$ cat config.mk
export PLATFORM = sky130hd
export DESIGN_NAME = bitmap_chunk_allocator_top
export DESIGN_NICKNAME = d
export VERILOG_FILES = /design/src/sv/bca_pkg.sv /design/src/sv/bca_dp.sv /design/src/sv/bca_ctrl.sv /design/src/sv/bitmap_chunk_allocator_top.sv
export SDC_FILE = /design/constraint.sdc
export NUM_CORES = 1
export LEC_CHECK = 0
export BUFFER_PORTS_ARGS = -buffer_cell sky130_fd_sc_hd__buf_2
export CORE_MARGIN = 8
export CORE_UTILIZATION = 25
export DETAILED_ROUTE_END_ITERATION = 8
export SLEW_MARGIN = 0
export SYNTH_ARGS = -nofsm -noshare
export SYNTH_HDL_FRONTEND = slang
export SYNTH_SLANG_ARGS = --single-unit
$ cat constraint.sdc
create_clock -name clock -period 6.7 [get_ports clock]
set_input_delay 1.34 -clock clock [delete_from_list [all_inputs] [get_ports clock]]
set_output_delay 1.34 -clock clock [all_outputs]
set_load 0.02 [all_outputs]
$ cat src/sv/bca_pkg.sv
// ----------------------------------------------------------------------------
// bca_pkg
// Shared constants, command and status types for the bitmap chunk allocator.
// ----------------------------------------------------------------------------
package bca_pkg;

   localparam int PAGE_COUNT      = 4;
   localparam int PAGE_BYTES      = 4096;
   localparam int CHUNK_BYTES     = 256;
   localparam int CHUNKS_PER_PAGE = PAGE_BYTES / CHUNK_BYTES;

   localparam int SIZE_W   = 13;
   localparam int PAGE_W   = 2;
   localparam int CHUNK_W  = 4;
   localparam int LEN_W    = 5;
   localparam int STATUS_W = 2;
   localparam int COUNT_W  = 3;
   localparam int CHUNK_SHIFT = $clog2(CHUNK_BYTES);
   localparam int ADDR_W   = PAGE_W + CHUNK_W;
   localparam int ENTRIES  = PAGE_COUNT * CHUNKS_PER_PAGE;

   localparam logic OP_ALLOC = 1'b0;
   localparam logic OP_FREE  = 1'b1;

   localparam logic [STATUS_W-1:0] ST_OK       = 2'd0;
   localparam logic [STATUS_W-1:0] ST_BAD_SIZE = 2'd1;
   localparam logic [STATUS_W-1:0] ST_NO_SPACE = 2'd2;

   // controller to datapath
   typedef struct packed {
      logic                load;
      logic                scan_clear;
      logic                scan_next;
      logic                open_page;
      logic                take;
      logic                release_run;
      logic                emit;
      logic [STATUS_W-1:0] emit_status;
   } bca_cmd_type;

   // datapath to controller
   typedef struct packed {
      logic is_free;
      logic bad_size;
      logic page_open;
      logic page_fit;
      logic last_page;
      logic out_free;
   } bca_stat_type;

   // mask of len low ones, len up to a full page
   function automatic logic [CHUNKS_PER_PAGE-1:0] run_mask(input logic [LEN_W-1:0] len);
      logic [CHUNKS_PER_PAGE:0] t;
      t = ({{CHUNKS_PER_PAGE{1'b0}}, 1'b1} << len) - {{CHUNKS_PER_PAGE{1'b0}}, 1'b1};
      return t[CHUNKS_PER_PAGE-1:0];
   endfunction

endpackage

$ cat src/sv/bca_dp.sv
// ----------------------------------------------------------------------------
// bca_dp
// Allocator datapath: free bitmap, run length store, page count, page
// first-fit search and the result register.
// ----------------------------------------------------------------------------
module bca_dp import bca_pkg::*; (
   input  logic                clock,
   input  logic                reset,
   input  bca_cmd_type         cmd,
   output bca_stat_type        stat,
   input  logic                req_opcode,
   input  logic [SIZE_W-1:0]   req_size_bytes,
   input  logic [PAGE_W-1:0]   req_free_page,
   input  logic [CHUNK_W-1:0]  req_free_chunk,
   output logic                rsp_valid,
   input  logic                rsp_ready,
   output logic [STATUS_W-1:0] rsp_status,
   output logic [PAGE_W-1:0]   rsp_alloc_page,
   output logic [CHUNK_W-1:0]  rsp_alloc_chunk,
   output logic [LEN_W-1:0]    rsp_freed_chunks
);

   logic                       opcode_ff;
   logic [SIZE_W-1:0]          size_ff;
   logic [PAGE_W-1:0]          fpage_ff;
   logic [CHUNK_W-1:0]         fchunk_ff;
   logic [PAGE_W-1:0]          scan_page_ff;
   logic [COUNT_W-1:0]         pages_ff;
   logic [CHUNKS_PER_PAGE-1:0] free_map_ff [PAGE_COUNT];
   logic [ENTRIES-1:0]         len_valid_ff;
   logic [LEN_W-1:0]           len_mem [ENTRIES];
   logic [LEN_W-1:0]           rd_len_ff;
   logic                       rd_valid_ff;
   logic                       rsp_valid_ff;
   logic [STATUS_W-1:0]        status_ff;
   logic [PAGE_W-1:0]          apage_ff;
   logic [CHUNK_W-1:0]         achunk_ff;
   logic [LEN_W-1:0]           freed_ff;

   logic [LEN_W-1:0]           req_len;
   logic [CHUNKS_PER_PAGE-1:0] req_mask;
   logic [CHUNKS_PER_PAGE-1:0] page_map;
   logic                       fit_found;
   logic [CHUNK_W-1:0]         fit_start;
   logic [LEN_W-1:0]           old_len;
   logic [ADDR_W-1:0]          wr_addr;
   logic [ADDR_W-1:0]          rd_addr;

   assign req_len  = LEN_W'(size_ff >> CHUNK_SHIFT);
   assign req_mask = run_mask(req_len);
   assign page_map = free_map_ff[scan_page_ff];
   assign old_len  = rd_valid_ff ? rd_len_ff : '0;
   assign wr_addr  = {scan_page_ff, fit_start};
   assign rd_addr  = {fpage_ff, fchunk_ff};

   // first fit over all start positions of the current page
   always_comb begin
      fit_found = 1'b0;
      fit_start = '0;
      for (int s = CHUNKS_PER_PAGE - 1; s >= 0; s--) begin
         if (({1'b0, req_len} + 6'(s) <= 6'(CHUNKS_PER_PAGE)) &&
             (((page_map >> s) & req_mask) == req_mask)) begin
            fit_found = 1'b1;
            fit_start = CHUNK_W'(s);
         end
      end
   end

   assign stat.is_free   = (opcode_ff == OP_FREE);
   assign stat.bad_size  = (size_ff == '0) || (size_ff[CHUNK_SHIFT-1:0] != '0);
   assign stat.page_open = ({1'b0, scan_page_ff} < pages_ff);
   assign stat.page_fit  = fit_found;
   assign stat.last_page = (scan_page_ff == PAGE_W'(PAGE_COUNT - 1));
   assign stat.out_free  = !rsp_valid_ff || rsp_ready;

   always_ff @(posedge clock) begin
      if (cmd.load) begin
         opcode_ff <= req_opcode;
         size_ff   <= req_size_bytes;
         fpage_ff  <= req_free_page;
         fchunk_ff <= req_free_chunk;
      end
      if (cmd.take) begin
         len_mem[wr_addr] <= req_len;
      end
      rd_len_ff <= len_mem[rd_addr];
      if (cmd.emit) begin
         status_ff <= cmd.emit_status;
         apage_ff  <= cmd.take ? scan_page_ff : '0;
         achunk_ff <= cmd.take ? fit_start : '0;
         freed_ff  <= cmd.release_run ? old_len : '0;
      end
   end

   always_ff @(posedge clock) begin
      if (reset) begin
         scan_page_ff <= '0;
         pages_ff     <= '0;
         len_valid_ff <= '0;
         rd_valid_ff  <= 1'b0;
         rsp_valid_ff <= 1'b0;
         for (int p = 0; p < PAGE_COUNT; p++) begin
            free_map_ff[p] <= '1;
         end
      end else begin
         rd_valid_ff <= len_valid_ff[rd_addr];
         if (cmd.scan_clear) begin
            scan_page_ff <= '0;
         end else if (cmd.scan_next) begin
            scan_page_ff <= scan_page_ff + PAGE_W'(1);
         end
         if (cmd.open_page) begin
            pages_ff <= pages_ff + COUNT_W'(1);
         end
         if (cmd.take) begin
            free_map_ff[scan_page_ff] <= page_map & ~(req_mask << fit_start);
            len_valid_ff[wr_addr]     <= 1'b1;
         end
         if (cmd.release_run) begin
            free_map_ff[fpage_ff] <= free_map_ff[fpage_ff] | (run_mask(old_len) << fchunk_ff);
            len_valid_ff[rd_addr] <= 1'b0;
         end
         if (cmd.emit) begin
            rsp_valid_ff <= 1'b1;
         end else if (rsp_ready) begin
            rsp_valid_ff <= 1'b0;
         end
      end
   end

   assign rsp_valid        = rsp_valid_ff;
   assign rsp_status       = status_ff;
   assign rsp_alloc_page   = apage_ff;
   assign rsp_alloc_chunk  = achunk_ff;
   assign rsp_freed_chunks = freed_ff;

`ifndef ASSERT_OFF
   a_take_fits: assert property (@(posedge clock) disable iff (reset)
      cmd.take |-> fit_found && !stat.bad_size && !stat.is_free)
      else $error("run taken without a fit");
   a_emit_slot: assert property (@(posedge clock) disable iff (reset)
      cmd.emit |-> (!rsp_valid_ff || rsp_ready))
      else $error("result overwritten before taken");
   a_pages_bound: assert property (@(posedge clock) disable iff (reset)
      pages_ff <= COUNT_W'(PAGE_COUNT))
      else $error("page count past limit");
   a_open_room: assert property (@(posedge clock) disable iff (reset)
      cmd.open_page |-> pages_ff < COUNT_W'(PAGE_COUNT) && !stat.page_open)
      else $error("page opened with none left");
`endif

endmodule

$ cat src/sv/bca_ctrl.sv
// ----------------------------------------------------------------------------
// bca_ctrl
// Allocator controller: sequences decode, page scan and free for one item.
// ----------------------------------------------------------------------------
module bca_ctrl import bca_pkg::*; (
   input  logic         clock,
   input  logic         reset,
   input  logic         req_valid,
   output logic         req_ready,
   input  bca_stat_type stat,
   output bca_cmd_type  cmd
);

   typedef enum logic [1:0] {
      S_IDLE,
      S_DISPATCH,
      S_SCAN,
      S_FREE_WB
   } state_type;

   state_type state_ff;
   state_type state_in;

   assign req_ready = (state_ff == S_IDLE);

   always_comb begin
      state_in = state_ff;
      cmd      = '0;
      case (state_ff)
         S_IDLE: begin
            if (req_valid) begin
               cmd.load = 1'b1;
               state_in = S_DISPATCH;
            end
         end
         S_DISPATCH: begin
            if (stat.is_free) begin
               state_in = S_FREE_WB;
            end else if (stat.bad_size) begin
               if (stat.out_free) begin
                  cmd.emit        = 1'b1;
                  cmd.emit_status = ST_BAD_SIZE;
                  state_in        = S_IDLE;
               end
            end else begin
               cmd.scan_clear = 1'b1;
               state_in       = S_SCAN;
            end
         end
         S_SCAN: begin
            if (stat.out_free) begin
               if (stat.page_open) begin
                  if (stat.page_fit) begin
                     cmd.take        = 1'b1;
                     cmd.emit        = 1'b1;
                     cmd.emit_status = ST_OK;
                     state_in        = S_IDLE;
                  end else if (stat.last_page) begin
                     cmd.emit        = 1'b1;
                     cmd.emit_status = ST_NO_SPACE;
                     state_in        = S_IDLE;
                  end else begin
                     cmd.scan_next = 1'b1;
                  end
               end else begin
                  cmd.open_page   = 1'b1;
                  cmd.take        = stat.page_fit;
                  cmd.emit        = 1'b1;
                  cmd.emit_status = stat.page_fit ? ST_OK : ST_NO_SPACE;
                  state_in        = S_IDLE;
               end
            end
         end
         S_FREE_WB: begin
            if (stat.out_free) begin
               cmd.release_run = 1'b1;
               cmd.emit        = 1'b1;
               cmd.emit_status = ST_OK;
               state_in        = S_IDLE;
            end
         end
         default: begin
            state_in = S_IDLE;
         end
      endcase
   end

   always_ff @(posedge clock) begin
      if (reset) begin
         state_ff <= S_IDLE;
      end else begin
         state_ff <= state_in;
      end
   end

`ifndef ASSERT_OFF
   a_one_action: assert property (@(posedge clock) disable iff (reset)
      $onehot0({cmd.load, cmd.scan_clear, cmd.scan_next, cmd.release_run, cmd.take && !cmd.emit}))
      else $error("conflicting datapath commands");
   a_load_idle: assert property (@(posedge clock) disable iff (reset)
      cmd.load |=> state_ff == S_DISPATCH)
      else $error("load without dispatch");
   a_emit_ends: assert property (@(posedge clock) disable iff (reset)
      cmd.emit |=> state_ff == S_IDLE)
      else $error("result given while item still busy");
`endif

endmodule

$ cat src/sv/bitmap_chunk_allocator_top.sv
// ----------------------------------------------------------------------------
// bitmap_chunk_allocator_top
// First-fit bitmap chunk allocator over a fixed set of pages.
//
//   channel  dir  handshake            payload
//   req      in   req_valid/req_ready  opcode, size_bytes, free_page, free_chunk
//   rsp      out  rsp_valid/rsp_ready  status, alloc_page, alloc_chunk,
//                                      freed_chunks
//
// allocate: after the decode step, one page searched per cycle by the
//   first-fit window check while no result waits
// free: result after the registered run length read; bad size: result at decode
// one item at a time; the next item is taken while a result waits
// a waiting result stalls the page scan and the final step of the next item
// synchronous reset marks all chunks free and clears the page count and run valid bits at once
// ----------------------------------------------------------------------------
module bitmap_chunk_allocator_top import bca_pkg::*; (
   input  logic                clock,
   input  logic                reset,
   input  logic                req_valid,
   output logic                req_ready,
   input  logic                req_opcode,
   input  logic [SIZE_W-1:0]   req_size_bytes,
   input  logic [PAGE_W-1:0]   req_free_page,
   input  logic [CHUNK_W-1:0]  req_free_chunk,
   output logic                rsp_valid,
   input  logic                rsp_ready,
   output logic [STATUS_W-1:0] rsp_status,
   output logic [PAGE_W-1:0]   rsp_alloc_page,
   output logic [CHUNK_W-1:0]  rsp_alloc_chunk,
   output logic [LEN_W-1:0]    rsp_freed_chunks
);

   bca_cmd_type  cmd;
   bca_stat_type stat;

   bca_ctrl u_ctrl (
      .clock     (clock),
      .reset     (reset),
      .req_valid (req_valid),
      .req_ready (req_ready),
      .stat      (stat),
      .cmd       (cmd)
   );

   bca_dp u_dp (
      .clock            (clock),
      .reset            (reset),
      .cmd              (cmd),
      .stat             (stat),
      .req_opcode       (req_opcode),
      .req_size_bytes   (req_size_bytes),
      .req_free_page    (req_free_page),
      .req_free_chunk   (req_free_chunk),
      .rsp_valid        (rsp_valid),
      .rsp_ready        (rsp_ready),
      .rsp_status       (rsp_status),
      .rsp_alloc_page   (rsp_alloc_page),
      .rsp_alloc_chunk  (rsp_alloc_chunk),
      .rsp_freed_chunks (rsp_freed_chunks)
   );

endmodule
==> reports/qor.yml <==
synthDominantAreaCellType: "sky130_fd_sc_hd__edfxtp_1"
timing_hold_violations_final: 0
critPathMaxStageDelay_ps: 750
gp_routability_congestion: 0.934
chipWidth_um: 329
start_kind: "flip-flop"
crit_path_top_delay_cell: "sky130_fd_sc_hd__nand2_1"
period_share: 0.940
run_status: "complete, no violations"
dieArea_um2: 108000
crit_path_end_kind: "flip-flop"
synth.net_count: 2116
buffer_ports.inserted: 38
timing.final.crit_period_ps: 6300
leakagePower_nw: 8.62
final_net_count: 2122
path_clk_slew_ps: 60
power.clock.fraction: 0.405
hold_bufs_at_cts: 0
timing.hold.worst.class: "flip-flop to flip-flop"
cts-root-to-sink-buffers: 3
cts_setup_buffers: 0
critical_path.n_buffers_inverters: 2
synth_top_area_frac: 0.510
post-dp-hpwl_um: 52900
synth_cell_types: 105
design.portCount: 39
cap_violations: 0
ys.flop_type: "sky130_fd_sc_hd__edfxtp_1"
cts.root.buffer_cell: "sky130_fd_sc_hd__clkbuf_16"
drt.antenna.violating_nets: 0
fin_skew_ps: 43.5
netSwitchingPower_mw: 1.79
fp.dieH_um: 329
first_pass_grt_wire_length_um: 120000
critical_path.max_fanout: 20
power_switching_share: 0.254
critPathArrivalTime_ps: 6420
areaGrowthSynthToFinish_pct: 13.9
worstPathCellList: "buf_4, or2_1, nor3_4, inv_1, ha_1, or4_1, nor2_1, a211oi_2, or2_2, nand2_1, a211oi_2, or4_1, o311ai_2, nor3_1, a21oi_1, nand2_1"
worst-setup-path-type: "flip-flop to flip-flop"
antenna_found_initial: 2
wirelength_um: 80800
wl_per_cell_um: 23.7
max_slew_margin: 0.142
clock.fmax_ghz: 0.159
initial_core_util: 0.251
layout-drive-gt1-share: 0.136
worst_slew_pin_slew_ps: 1280
p_total_mw: 7.06
drt_drc_violations_left: 0
comb_power_share: 0.110
avgSynthCellArea_um2: 11.8
fin_setup_tns_ps: 0
finalSetupViolations: 0
tritoncts: "done"
fill_cells: 10000
resize_count_post_cts: 0
detailroute.via_count: 18800
clkSinkCount: 499
cp_data_required_time_ps: 6830
yosys_warnings: 0
power_density_nw_per_um2: 253
num_rows: 115
viasPerCell: 5.52
drtPass1Iterations: 6
cpLargestDelayFamily: "simple AND/OR/NAND/NOR gates"
power.share.sequential: 0.485
synth-seq-cells: 499
irDropWorstVdd_uv: 244
fp.coreArea_um2: 97800
ys_async_sr_fraction: 0
number_of_enable_type_register_cells_in_the_synthesized_netlist: 417
numCtsBuffers: 50
clock_tree.htree_level_count: 2
drt_first_iter_violations: 2286
rsz0062_at_grt: "false"
grt_util_all_layers: 0.143
maximum_number_of_pins_on_one_net_before_global_route_repair: 94
ys_seq_area_frac: 0.577
clk_latency_ps: 620
overflow: 0
synth_cells: 2076
internal_power_summed_over_all_cells_mw: 5.27
post_synthesis_instance_area_um2: 24600
finalMaxSlewViolations: 0
post_synth_main_area_contributors: "sky130_fd_sc_hd__edfxtp_1 (51%), sky130_fd_sc_hd__dfxtp_1 (6.7%), sky130_fd_sc_hd__a22oi_1 (3.5%)"
first_global_vias: 18200
cell families (layout without fill, tap and decap cells):
logic type,after synthesis,after routing,share of synthesized area
AO/OA/AOI/OAI,698,698,0.206
multiplexers,98,98,0.0592
XOR/XNOR,10,10,0.00357
buffers and inverters,194,241,0.0329
flip-flops,499,499,0.577
AND/OR/NAND/NOR,560,560,0.113
other,0,1,0
adder cells (fa/ha/maj),17,17,0.00856
layer usage:
layer	vias to the layer above	global-route usage	wire length, µm	part of all wire
met3	183	0.0229	6720	0.083
met2	1053	0.219	35500	0.44
met1	9322	0.204	36000	0.45
li1	8284	-	-	-
met4	2	0.0490	2640	0.033
met5	-	0	18	0.00022
placed cells by master, fill, tap and decap left out, types with 12 or more instances in the layout:
cell,instances
sky130_fd_sc_hd__o221ai_1,14
sky130_fd_sc_hd__buf_2,38
sky130_fd_sc_hd__a211oi_1,34
sky130_fd_sc_hd__o211ai_1,18
sky130_fd_sc_hd__a22o_1,28
sky130_fd_sc_hd__buf_4,69
sky130_fd_sc_hd__mux2i_1,45
sky130_fd_sc_hd__o22ai_1,27
sky130_fd_sc_hd__or4_1,14
sky130_fd_sc_hd__o21ai_0,58
sky130_fd_sc_hd__dfxtp_1,82
sky130_fd_sc_hd__clkbuf_1,16
sky130_fd_sc_hd__ha_1,16
sky130_fd_sc_hd__edfxtp_1,417
sky130_fd_sc_hd__nor2_1,209
sky130_fd_sc_hd__nor2b_1,16
sky130_fd_sc_hd__a21o_1,12
sky130_fd_sc_hd__a21oi_1,129
sky130_fd_sc_hd__inv_1,37
sky130_fd_sc_hd__nor3_1,33
sky130_fd_sc_hd__a2111oi_0,13
sky130_fd_sc_hd__a31oi_1,32
sky130_fd_sc_hd__nand4_1,29
sky130_fd_sc_hd__mux4_2,35
sky130_fd_sc_hd__o21a_1,56
sky130_fd_sc_hd__nand3_1,68
sky130_fd_sc_hd__nor4_1,12
sky130_fd_sc_hd__mux2_2,17
sky130_fd_sc_hd__a22oi_1,115
sky130_fd_sc_hd__a221oi_1,36
sky130_fd_sc_hd__and2_1,15
sky130_fd_sc_hd__clkbuf_16,50
sky130_fd_sc_hd__nand2_1,85
sky130_fd_sc_hd__o21ai_1,14
final cells by class:
type | instances | area, µm² | share of cell area
well taps | 1287 | 1610 | 0.0576
repair buffers | 108 | 728 | 0.0260
multi-input cells | 1383 | 9620 | 0.344
diodes | 1 | 2.50 | 0.0000895
clock inverters | 18 | 251 | 0.00899
clock buffers | 75 | 1440 | 0.0513
flip-flops and latches | 499 | 14200 | 0.507
inverters | 40 | 150 | 0.00537
registers in the layout, summed over array words and instances (netlist names), named ones only:
name and cells:
u_dp.opcode_ff 1, u_dp.rsp_alloc_page 2, u_dp.fpage_ff 2, u_dp.fchunk_ff 4, u_dp.rd_valid_ff 1, u_dp.rsp_alloc_chunk 4
u_dp.free_map_ff 64, u_dp.rsp_valid 1, u_dp.rsp_freed_chunks 5, u_dp.rd_len_ff 5, u_dp.rsp_status 2, u_dp.pages_ff 3
u_dp.len_mem 320, u_dp.size_ff 13, u_ctrl.state_ff 2, u_dp.len_valid_ff 64, u_dp.scan_page_ff 2
cell usage after synthesis, drive strengths merged, types with 17 or more instances:
master / n
a2111oi: 17
a221oi: 36
o21a: 56
clkbuf: 101
a211oi: 38
dfxtp: 82
buf: 53
and2: 18
o21ai: 72
o22ai: 28
nor3: 35
nand2: 85
edfxtp: 417
a31oi: 32
mux4: 35
nor2: 212
a22oi: 115
a21oi: 131
mux2: 17
inv: 39
nand3: 68
mux2i: 46
nand4: 29
a22o: 28
o211ai: 18
nor2b: 17
metrics by stage:
| step | hold WS, ps | instance area (µm²) | util | worst slack [ps] | cells |
|---|---|---|---|---|---|
| 6_report | 470 | 28000 | 0.286 | 404 | 3411 |
| 5_1_grt | 477 | 28000 | 0.286 | 150 | 3410 |
| 4_1_cts | 469 | 28000 | 0.286 | 482 | 3410 |
| 3_5_place_dp | 454 | 26300 | 0.269 | 475 | 3317 |
| 3_3_place_gp | 448 | 26300 | 0.269 | 568 | 3317 |
| 2_1_floorplan | 435 | 24600 | - | 480 | 2076 |
power by group through the flow:
| stage | combinational (mW) | sequential, mW | clock, mW |
|---|---|---|---|
| 2_1_floorplan | 0.479 | 3.50 | 0 |
| 3_3_place_gp | 0.768 | 3.49 | 0 |
| 3_5_place_dp | 0.764 | 3.49 | 0 |
| 4_1_cts | 0.767 | 3.43 | 2.90 |
| 5_1_grt | 0.831 | 3.43 | 3.01 |
| 6_report | 0.780 | 3.43 | 2.86 |
path summary, 6_finish.rpt:
check,from,endpoint,slack (ps),cells after the start
max reg2reg,u_dp.size_ff[9]$_DFFE_PP_,u_dp.free_map_ff[2][14]$_SDFFCE_PN1P_,400,16
max,u_dp.size_ff[9]$_DFFE_PP_,u_dp.free_map_ff[2][14]$_SDFFCE_PN1P_,400,16
min,u_dp.len_valid_ff[1]$_SDFF_PP0_,u_dp.len_valid_ff[1]$_SDFF_PP0_,470,1
min reg2reg,u_dp.len_valid_ff[1]$_SDFF_PP0_,u_dp.len_valid_ff[1]$_SDFF_PP0_,470,1
No activity file was read; power rests on OpenSTA's default activity.
